===== src/playfair_digraph_cipher_assert.svh =====
// Assertion macros for the Playfair digraph cipher.
// No dependencies; included inside the top-level module.
`ifndef PLAYFAIR_DIGRAPH_CIPHER_ASSERT_SVH
`define PLAYFAIR_DIGRAPH_CIPHER_ASSERT_SVH

// Same-cycle implication, disabled during reset.
`define PFC_ASSERT_NOW(label, clk, rst_n, ante, cons) \
    label: assert property (@(posedge clk) disable iff (!rst_n) (ante) |-> (cons)) \
        else $error("pfc assertion failed");

// Next-cycle implication, disabled during reset.
`define PFC_ASSERT_NEXT(label, clk, rst_n, ante, cons) \
    label: assert property (@(posedge clk) disable iff (!rst_n) (ante) |=> (cons)) \
        else $error("pfc assertion failed");

`endif


===== src/pfc_pkg.sv =====
// Shared types and constants for the Playfair digraph cipher.
// No dependencies.
package pfc_pkg;

    localparam int unsigned SQ_DIM   = 5;
    localparam int unsigned SQ_CELLS = SQ_DIM * SQ_DIM;

    localparam logic [4:0] CODE_I = 5'd8;
    localparam logic [4:0] CODE_J = 5'd9;

    typedef logic [4:0] t_code;
    typedef logic [2:0] t_rc;

    // Configuration register indexes
    typedef enum logic [1:0] {
        CFG_SQ_ROWS01 = 2'd0,
        CFG_SQ_ROWS23 = 2'd1,
        CFG_SQ_ROW4   = 2'd2,
        CFG_DECRYPT   = 2'd3
    } t_cfg_idx;

    // Row and column of each cell, row-major
    localparam t_rc ROW_OF [SQ_CELLS] = '{
        3'd0, 3'd0, 3'd0, 3'd0, 3'd0,
        3'd1, 3'd1, 3'd1, 3'd1, 3'd1,
        3'd2, 3'd2, 3'd2, 3'd2, 3'd2,
        3'd3, 3'd3, 3'd3, 3'd3, 3'd3,
        3'd4, 3'd4, 3'd4, 3'd4, 3'd4
    };
    localparam t_rc COL_OF [SQ_CELLS] = '{
        3'd0, 3'd1, 3'd2, 3'd3, 3'd4,
        3'd0, 3'd1, 3'd2, 3'd3, 3'd4,
        3'd0, 3'd1, 3'd2, 3'd3, 3'd4,
        3'd0, 3'd1, 3'd2, 3'd3, 3'd4,
        3'd0, 3'd1, 3'd2, 3'd3, 3'd4
    };

    typedef struct packed {
        t_code first_letter;
        t_code second_letter;
        logic  last_pair;
    } t_pf_in;

    typedef struct packed {
        t_code first_out;
        t_code second_out;
        logic  last_out;
        logic  square_miss;
    } t_pf_out;

    // One step around a row or column of five, forward or back
    function automatic t_rc step_wrap(t_rc v, logic back);
        t_rc r;
        if (back) begin
            r = (v == 3'd0) ? 3'(SQ_DIM - 1) : v - 3'd1;
        end else begin
            r = (v == 3'(SQ_DIM - 1)) ? 3'd0 : v + 3'd1;
        end
        return r;
    endfunction

endpackage


===== src/playfair_digraph_cipher.sv =====
// Playfair digraph cipher over a configurable 5x5 key square, top level.
// Depends on pfc_pkg and playfair_digraph_cipher_assert.svh.
//
//  channel | direction | handshake                  | beat
//  --------+-----------+----------------------------+-------------------------------
//  in      | to block  | i_in_valid / o_in_stall    | pfc_pkg::t_pf_in (one digraph)
//  out     | from block| o_out_valid / i_out_stall  | pfc_pkg::t_pf_out (one result)
//  cfg     | to block  | i_cfg_valid / o_cfg_ready  | i_cfg_index, i_cfg_data
//
// Four-stage pipeline (compare, encode, digraph rules, cell read), one digraph per
// cycle while i_out_stall lets results drain.
// i_rst_n (sync, active low) clears stage valids and the config registers (square = 0).
// Each stage holds only while the stage after it is full and holding, so bubbles
// are squeezed out; o_in_stall rises only with a held result and a full pipe.
module playfair_digraph_cipher (
    input  logic                  i_clk,
    input  logic                  i_rst_n,
    input  logic                  i_in_valid,
    output logic                  o_in_stall,
    input  pfc_pkg::t_pf_in       i_in_data,
    output logic                  o_out_valid,
    input  logic                  i_out_stall,
    output pfc_pkg::t_pf_out      o_out_data,
    input  logic                  i_cfg_valid,
    output logic                  o_cfg_ready,
    input  logic [1:0]            i_cfg_index,
    input  logic [49:0]           i_cfg_data
);

    localparam int unsigned NC = pfc_pkg::SQ_CELLS;

    // ---------------- configuration ----------------
    logic [49:0] r_sq01;
    logic [49:0] r_sq23;
    logic [24:0] r_sq4;
    logic        r_decrypt;

    assign o_cfg_ready = 1'b1;

    always_ff @(posedge i_clk) begin
        if (!i_rst_n) begin
            r_sq01    <= '0;
            r_sq23    <= '0;
            r_sq4     <= '0;
            r_decrypt <= 1'b0;
        end else if (i_cfg_valid && o_cfg_ready) begin
            case (i_cfg_index)
                pfc_pkg::CFG_SQ_ROWS01: r_sq01    <= i_cfg_data;
                pfc_pkg::CFG_SQ_ROWS23: r_sq23    <= i_cfg_data;
                pfc_pkg::CFG_SQ_ROW4:   r_sq4     <= i_cfg_data[24:0];
                pfc_pkg::CFG_DECRYPT:   r_decrypt <= i_cfg_data[0];
                default: ;
            endcase
        end
    end

    // Unpacked view of the square, row-major
    pfc_pkg::t_code sq_cell [NC];
    always_comb begin
        for (int k = 0; k < 10; k++) begin
            sq_cell[k]      = r_sq01[5*k +: 5];
            sq_cell[10 + k] = r_sq23[5*k +: 5];
        end
        for (int k = 0; k < 5; k++) begin
            sq_cell[20 + k] = r_sq4[5*k +: 5];
        end
    end

    // ---------------- flow control ----------------
    // Each stage loads when it is empty or its contents move on.
    logic r_v1, r_v2, r_v3, r_out_valid;
    logic en1, en2, en3, en4;

    assign en4 = !r_out_valid || !i_out_stall;
    assign en3 = !r_v3 || en4;
    assign en2 = !r_v2 || en3;
    assign en1 = !r_v1 || en2;

    assign o_in_stall  = !en1;
    assign o_out_valid = r_out_valid;

    always_ff @(posedge i_clk) begin
        if (!i_rst_n) begin
            r_v1        <= 1'b0;
            r_v2        <= 1'b0;
            r_v3        <= 1'b0;
            r_out_valid <= 1'b0;
        end else begin
            if (en1) r_v1        <= i_in_valid;
            if (en2) r_v2        <= r_v1;
            if (en3) r_v3        <= r_v2;
            if (en4) r_out_valid <= r_v3;
        end
    end

    // ---------------- stage 1: fold J into I, compare against all cells ----------------
    pfc_pkg::t_code key_a, key_b;
    logic [NC-1:0]  n_hit_a, n_hit_b;
    logic [NC-1:0]  r_hit_a, r_hit_b;
    logic           r_last1;

    always_comb begin
        key_a = (i_in_data.first_letter  == pfc_pkg::CODE_J) ? pfc_pkg::CODE_I
                                                             : i_in_data.first_letter;
        key_b = (i_in_data.second_letter == pfc_pkg::CODE_J) ? pfc_pkg::CODE_I
                                                             : i_in_data.second_letter;
        for (int k = 0; k < NC; k++) begin
            n_hit_a[k] = (sq_cell[k] == key_a);
            n_hit_b[k] = (sq_cell[k] == key_b);
        end
    end

    always_ff @(posedge i_clk) begin
        if (en1) begin
            r_hit_a <= n_hit_a;
            r_hit_b <= n_hit_b;
            r_last1 <= i_in_data.last_pair;
        end
    end

    // ---------------- stage 2: keep the last hit in row-major order, encode it ----------------
    // A cell is the last hit when it hits and no later cell does.
    pfc_pkg::t_rc n_ra, n_ca, n_rb, n_cb;
    pfc_pkg::t_rc r_ra, r_ca, r_rb, r_cb;
    logic         r_found_a, r_found_b, r_last2;

    always_comb begin
        n_ra = '0;
        n_ca = '0;
        n_rb = '0;
        n_cb = '0;
        for (int k = 0; k < NC; k++) begin
            if (r_hit_a[k] && ((r_hit_a >> (k + 1)) == '0)) begin
                n_ra = n_ra | pfc_pkg::ROW_OF[k];
                n_ca = n_ca | pfc_pkg::COL_OF[k];
            end
            if (r_hit_b[k] && ((r_hit_b >> (k + 1)) == '0)) begin
                n_rb = n_rb | pfc_pkg::ROW_OF[k];
                n_cb = n_cb | pfc_pkg::COL_OF[k];
            end
        end
    end

    always_ff @(posedge i_clk) begin
        if (en2) begin
            r_ra      <= n_ra;
            r_ca      <= n_ca;
            r_rb      <= n_rb;
            r_cb      <= n_cb;
            r_found_a <= |r_hit_a;
            r_found_b <= |r_hit_b;
            r_last2   <= r_last1;
        end
    end

    // ---------------- stage 3: digraph rules ----------------
    // Same row wins over same column; equal letters land in same row.
    pfc_pkg::t_rc n_ora, n_oca, n_orb, n_ocb;
    pfc_pkg::t_rc r_ora, r_oca, r_orb, r_ocb;
    logic         r_miss3, r_last3;

    always_comb begin
        if (r_ra == r_rb) begin
            n_ora = r_ra;
            n_orb = r_rb;
            n_oca = pfc_pkg::step_wrap(r_ca, r_decrypt);
            n_ocb = pfc_pkg::step_wrap(r_cb, r_decrypt);
        end else if (r_ca == r_cb) begin
            n_ora = pfc_pkg::step_wrap(r_ra, r_decrypt);
            n_orb = pfc_pkg::step_wrap(r_rb, r_decrypt);
            n_oca = r_ca;
            n_ocb = r_cb;
        end else begin
            // rectangle: swap columns
            n_ora = r_ra;
            n_orb = r_rb;
            n_oca = r_cb;
            n_ocb = r_ca;
        end
    end

    always_ff @(posedge i_clk) begin
        if (en3) begin
            r_ora   <= n_ora;
            r_oca   <= n_oca;
            r_orb   <= n_orb;
            r_ocb   <= n_ocb;
            r_miss3 <= !(r_found_a && r_found_b);
            r_last3 <= r_last2;
        end
    end

    // ---------------- stage 4: read the chosen cells into the output register ----------------
    pfc_pkg::t_code n_out_a, n_out_b;
    pfc_pkg::t_pf_out r_out;

    always_comb begin
        n_out_a = '0;
        n_out_b = '0;
        for (int k = 0; k < NC; k++) begin
            if (pfc_pkg::ROW_OF[k] == r_ora && pfc_pkg::COL_OF[k] == r_oca) begin
                n_out_a = n_out_a | sq_cell[k];
            end
            if (pfc_pkg::ROW_OF[k] == r_orb && pfc_pkg::COL_OF[k] == r_ocb) begin
                n_out_b = n_out_b | sq_cell[k];
            end
        end
    end

    always_ff @(posedge i_clk) begin
        if (en4) begin
            r_out.first_out   <= r_miss3 ? '0 : n_out_a;
            r_out.second_out  <= r_miss3 ? '0 : n_out_b;
            r_out.last_out    <= r_last3;
            r_out.square_miss <= r_miss3;
        end
    end

    assign o_out_data = r_out;

    // ---------------- assertions ----------------
`include "playfair_digraph_cipher_assert.svh"

    // A miss never carries letters
    `PFC_ASSERT_NOW(a_miss_zero, i_clk, i_rst_n, o_out_valid && o_out_data.square_miss, o_out_data.first_out == '0 && o_out_data.second_out == '0)

    // Input backs up only behind a held result
    `PFC_ASSERT_NOW(a_stall_cause, i_clk, i_rst_n, o_in_stall, o_out_valid && i_out_stall)

    // With the output draining, an accepted beat shows up on o_out_valid once it has passed every pipeline stage
    `PFC_ASSERT_NEXT(a_latency, i_clk, i_rst_n, (i_in_valid && !o_in_stall && !i_out_stall) ##1 !i_out_stall ##1 !i_out_stall ##1 !i_out_stall, o_out_valid)

endmodule

===== config.mk =====
export PLATFORM = sky130hd
export DESIGN_NAME = playfair_digraph_cipher
export DESIGN_NICKNAME = d
export VERILOG_FILES = /design/src/pfc_pkg.sv /design/src/playfair_digraph_cipher.sv
export VERILOG_INCLUDE_DIRS = /design/src /design/src/src
export SDC_FILE = /design/constraint.sdc
export NUM_CORES = 1
export LEC_CHECK = 0
export ABC_CLOCK_PERIOD_IN_PS = 7000
export BUFFER_PORTS_ARGS = -buffer_cell sky130_fd_sc_hd__buf_2
export CAP_MARGIN = 5
export CORE_MARGIN = 2
export CORE_UTILIZATION = 69
export CTS_BUF_LIST = sky130_fd_sc_hd__clkbuf_4
export CTS_CLUSTER_DIAMETER = 80
export CTS_CLUSTER_SIZE = 30
export DETAILED_ROUTE_END_ITERATION = 10
export PLACE_DENSITY = 0.86
export SYNTH_ARGS = -nofsm -noshare
export SYNTH_HDL_FRONTEND = slang
export SYNTH_SLANG_ARGS = --single-unit

===== constraint.sdc =====
create_clock -name i_clk -period 7 [get_ports i_clk]
set_clock_uncertainty 0.15 [all_clocks]
set_input_delay 1.4 -clock i_clk [delete_from_list [all_inputs] [get_ports i_clk]]
set_output_delay 1.4 -clock i_clk [all_outputs]
set_load 0.02 [all_outputs]

# Yosys cells after proc, flatten, opt, wreduce, memory -nomap -nowiden
# Cells that the tools add are included.
dict set report word_totals {
  ff_bits 222
  latch_bits 0
  ramBits 0
  rom_bits 0
  input_bits 68
  output_inout_bits 15
  elab_cells 476
  n_memories 0
}
dict set report op_classes {
  add_sub_neg 8
  n_mul 0
  div_mod_pow 0
  order_cmp 0
  n_eq_ne 77
  shift 0
  mux 140
  n_bitwise 48
  n_reduce_logical 171
}
# cell count
set ops {}
lappend ops {{logical NOT 25 bit} 46}
lappend ops {{2-to-1 mux 5 bit} 52}
lappend ops {{equality test 5 bit} 50}
lappend ops {{OR 5 bit} 48}
lappend ops {{logical AND 1 bit} 97}
lappend ops {{2-to-1 mux 3 bit} 28}
lappend ops {{2-to-1 mux 2 bit} 40}
lappend ops {{OR reduction 25 bit} 2}
lappend ops {{equality test 2 x 3 -> 1 bit, first input constant} 8}
lappend ops {{logical NOT 3 bit} 8}
lappend ops {{2-to-1 mux 1 bit} 20}
lappend ops {{adder 3 x 1 -> 3 bit, second input constant} 4}
lappend ops {{equality test 1 x 3 -> 1 bit, first input constant} 4}
lappend ops {{equality test 3 bit, first input constant} 4}
lappend ops {{equality test 3 bit, second input constant} 4}
lappend ops {{subtractor 3 x 1 -> 3 bit, second input constant} 4}
lappend ops {{equality test 5 x 4 -> 1 bit, second input constant} 2}
lappend ops {{OR reduction 5 bit} 2}
lappend ops {{AND reduction 2 bit} 4}
lappend ops {{logical NOT 1 bit} 7}
lappend ops {{equality test 3 bit} 2}
lappend ops {{equality test 2 bit, second input constant} 2}
lappend ops {{logical OR 1 bit} 4}
lappend ops {{equality test 2 x 1 -> 1 bit, second input constant} 1}
lappend ops {{logical NOT 2 bit} 1}

# Logic depth before layout (Yosys ltp)
dict set report depth {
  ltp_word 51
  depth_mapped 8
  ltp_nobuf 6
}

# Least setup slack after synthesis
# OpenSTA, ideal clock, no wires.
dict set report synth_timing {
  path_type {input-to-output}
  start {input port i_out_stall}
  end {output port o_in_stall}
  arrival_time_ns 3.451
  t_required_ns 5.450
  slack_ns 1.999
  cell_stages 3
  n_path_buf 0
  path_cell_list {and3_1 nand3_1 inv_1}
}
dict set report synth_via {
  elab_chain_len 6
}
# item line
set synth_rtl {}
lappend synth_rtl {{from (decl)} playfair_digraph_cipher.sv:22} ;# input logic i_out_stall,
lappend synth_rtl {{logical NOT 1 bit} playfair_digraph_cipher.sv:74} ;# assign en4 = !r_out_valid || !i_out_stall;
lappend synth_rtl {{logical OR 1 bit} playfair_digraph_cipher.sv:74}
lappend synth_rtl {{logical OR 1 bit} playfair_digraph_cipher.sv:75} ;# assign en3 = !r_v3 || en4;
lappend synth_rtl {{logical OR 1 bit} playfair_digraph_cipher.sv:76} ;# assign en2 = !r_v2 || en3;
lappend synth_rtl {{logical OR 1 bit} playfair_digraph_cipher.sv:77} ;# assign en1 = !r_v1 || en2;
lappend synth_rtl {{logical NOT 1 bit} playfair_digraph_cipher.sv:79} ;# assign o_in_stall = !en1;
lappend synth_rtl {{to (decl)} playfair_digraph_cipher.sv:19} ;# output logic o_in_stall,
# Every way passes these cells.

# Worst setup path in the final report
# Ends and elaborated chain as after synthesis.

==> impl_metrics.json <==
{
  "track_usage_pct": 47.6,
  "crit_required_ps": 5450,
  "synth_cell_types": 68,
  "grt_pass1_wl_um": 76500,
  "worstReg2RegStart": "r_orb[2]",
  "worstSetupPathType": "in -> out",
  "fin_crit_sh_pct": 60.5,
  "worst_pin_slew_ps": 1200,
  "slowest_delay_ps": 510,
  "drive_above_1_share_pct": 9.66,
  "hpwl_um": 37800,
  "synth_edf_count": 92,
  "start_util_pct": 69.9,
  "drtAntennaViolNets": 0,
  "area_growth_pct": 4.72,
  "tritoncts": "yes",
  "finalSetupViolations": 0,
  "cts_sinks": 222,
  "grt_use_met2_pct": 72.5,
  "die-area_um2": 21600,
  "fin_tns_setup_ps": 0,
  "path_delay_family": "buffers and inverters",
  "pin_count": 83,
  "path_common_cell": "buf_2",
  "yosysWarningCount": 0,
  "power.density_nw_per_um2": 231,
  "place_ws_ps": 2780,
  "met1_usage_pct": 60.9,
  "drv_cap": 0,
  "rsz0062_at_grt": "false",
  "grt_start_max_net_pins": 131,
  "grt_pass1_vias": 12400,
  "final_nets": 1704,
  "wl_per_cell_um": 27.7,
  "synthTopCellsByArea": "edfxtp_1 (20%), dfxtp_1 (18%), xnor2_1 (16%), nand2_1 (7.8%), a21boi_0 (6.7%)",
  "timing.hold.ws_ps": 313,
  "synth_nets": 1701,
  "routed_wl_um": 52400,
  "layout.cells.most_common_list": "nand2_1 (293), xnor2_1 (252), dfxtp_1 (130), a21boi_0 (125), edfxtp_1 (92)",
  "post-route-worst-setup-slack_ps": 2770,
  "worstSkewPairLatency_ps": 710,
  "path_cells": "buf_2, and3_1, nand3_2, buf_4, inv_1, buf_2",
  "io_buffers": 81,
  "crit_path_end_kind": "output port",
  "synth_area_um2": 14100,
  "period_minus_slack_ps": 4230,
  "cp.arrival_ps": 2680,
  "avgViaCountPerCell": 6.94,
  "antenna_found_initial": 1,
  "drv_slew": 0,
  "cp_max_fo": 52,
  "startpoint_type": "input port",
  "crit_buf_inv": 4,
  "met3_usage_pct": 11.6,
  "async_reset_ff_share_pct": 0,
  "coreArea_um2": 20200,
  "cts_buffer_depth": 3,
  "grt-ovfl-total": 0,
  "die_y_um": 147,
  "worst_path_max_delay_cell": "buf_4",
  "drcViolationCount": 0,
  "netlist.area_leader.share_pct": 19.6,
  "syn_inst": 1617,
  "path_clk_slew_ps": 270,
  "p_leak_uw": 0.00487,
  "hold_viol_final": 0,
  "die_width_um": 147,
  "avgSynthCellArea_um2": 8.72,
  "drtIter0Drc": 1922,
  "slew_headroom_pct": 19.1,
  "cts_hold_buf": 0,
  "synth_top_area_cell": "edfxtp_1",
  "mostFrequentLayoutCell": "nand2_1",
  "root_buffer": "clkbuf_4",
  "cts_buffers": 12,
  "hold_path.class": "reg -> reg",
  "cts_resized": 0,
  "first_pass_iters": 8,
  "irDropWorstVdd_uv": 261,
  "seq_area_frac_synth_pct": 38.1,
  "place_congestion": 1.08,
  "ys_ff_latch": 222,
  "grt.busiest_layer": "met2",
  "worstHoldStart": "r_last1",
  "post_cts_buffers": 0,
  "synthFlopType": "dfxtp_1",
  "status": "finished clean",
  "fmax_ghz": 0.236,
  "htreeDepth": 1,
  "vias": 13200,
  "rows": 52,
  "crit_path_start": "i_out_stall"
}
-- cell usage after synthesis (all sizes together), types with 9 or more instances --
cell	number
nand3	90
clkbuf	89
a31oi	11
a22oi	14
nor3	13
inv	27
nand4	62
a21oi	28
nor4	14
mux2i	33
nand2	293
nand3b	13
edfxtp	92
nor2	89
ha	16
nor2b	17
nor4b	10
dfxtp	130
buf	28
xnor2	252
o211ai	9
o21ai	35
a21boi	125
-- metal layers --
| layer | up-vias | share of wire, % | routed length, um |
|---|---|---|---|
| met4 | 0 | 8.6 | 4520 |
| li1 | 5651 | - | - |
| met5 | - | 0 | 0 |
| met2 | 1048 | 43 | 22400 |
| met3 | 277 | 13 | 6880 |
| met1 | 6189 | 36 | 18700 |
-- area by class of cell --
type	count	area (um2)
multi-input combinational	1251	8170
fill	1511	5410
sequential	222	5370
timing repair buffer	106	593
tap	270	338
clock buffer	15	113
inverter	27	101
clock inverter	4	85.1
antenna	1	2.50
-- registers in the layout (all words and copies together), names as in the netlist, 12 cells and up --
register,count
r_hit_a,25
r_sq23,50
r_hit_b,25
o_out_data,12
r_sq4,25
r_sq01,50
-- cells by family (layout without fill, tap and decap cells) --
family / after synthesis / in the layout / synth area share, %
and+or+nand+nor: 647 / 647 / 22.4
other: 1 / 2 / 0.0266
muxes: 41 / 41 / 3.14
DFF: 222 / 222 / 38.1
AOI/OAI and AO/OA: 288 / 288 / 14.8
xor gates and xnor gates: 258 / 258 / 16.0
adders and majority gates: 16 / 16 / 1.42
buffers and inverters: 144 / 152 / 4.10
-- worst paths after layout --
check	end	slack, ps	cells after the start
hold reg to reg	r_last2	310	0
setup reg to reg	o_out_data[5]	3870	5
hold / removal	r_last2	310	0
setup / recovery	o_in_stall	2770	6
-- power by group --
group / switching, uW / total, uW / internal (uW)
clock: 403 / 555 / 153
sequential: 283 / 1740 / 1460
combinational: 710 / 1120 / 406
-- stage by stage --
stage / power (uW) / cell area (um2) / util [%] / cells
global route: 3510 / 14800 / 73.2 / 1896
detailed placement: 2810 / 14600 / 72.2 / 1876
floorplan: 2400 / 14100 / - / 1617
global placement: 2790 / 14600 / 72.2 / 1876
finish: 3410 / 14800 / 73.2 / 1896
CTS: 3340 / 14800 / 73.2 / 1895
Power figures use the tool's default switching activity.
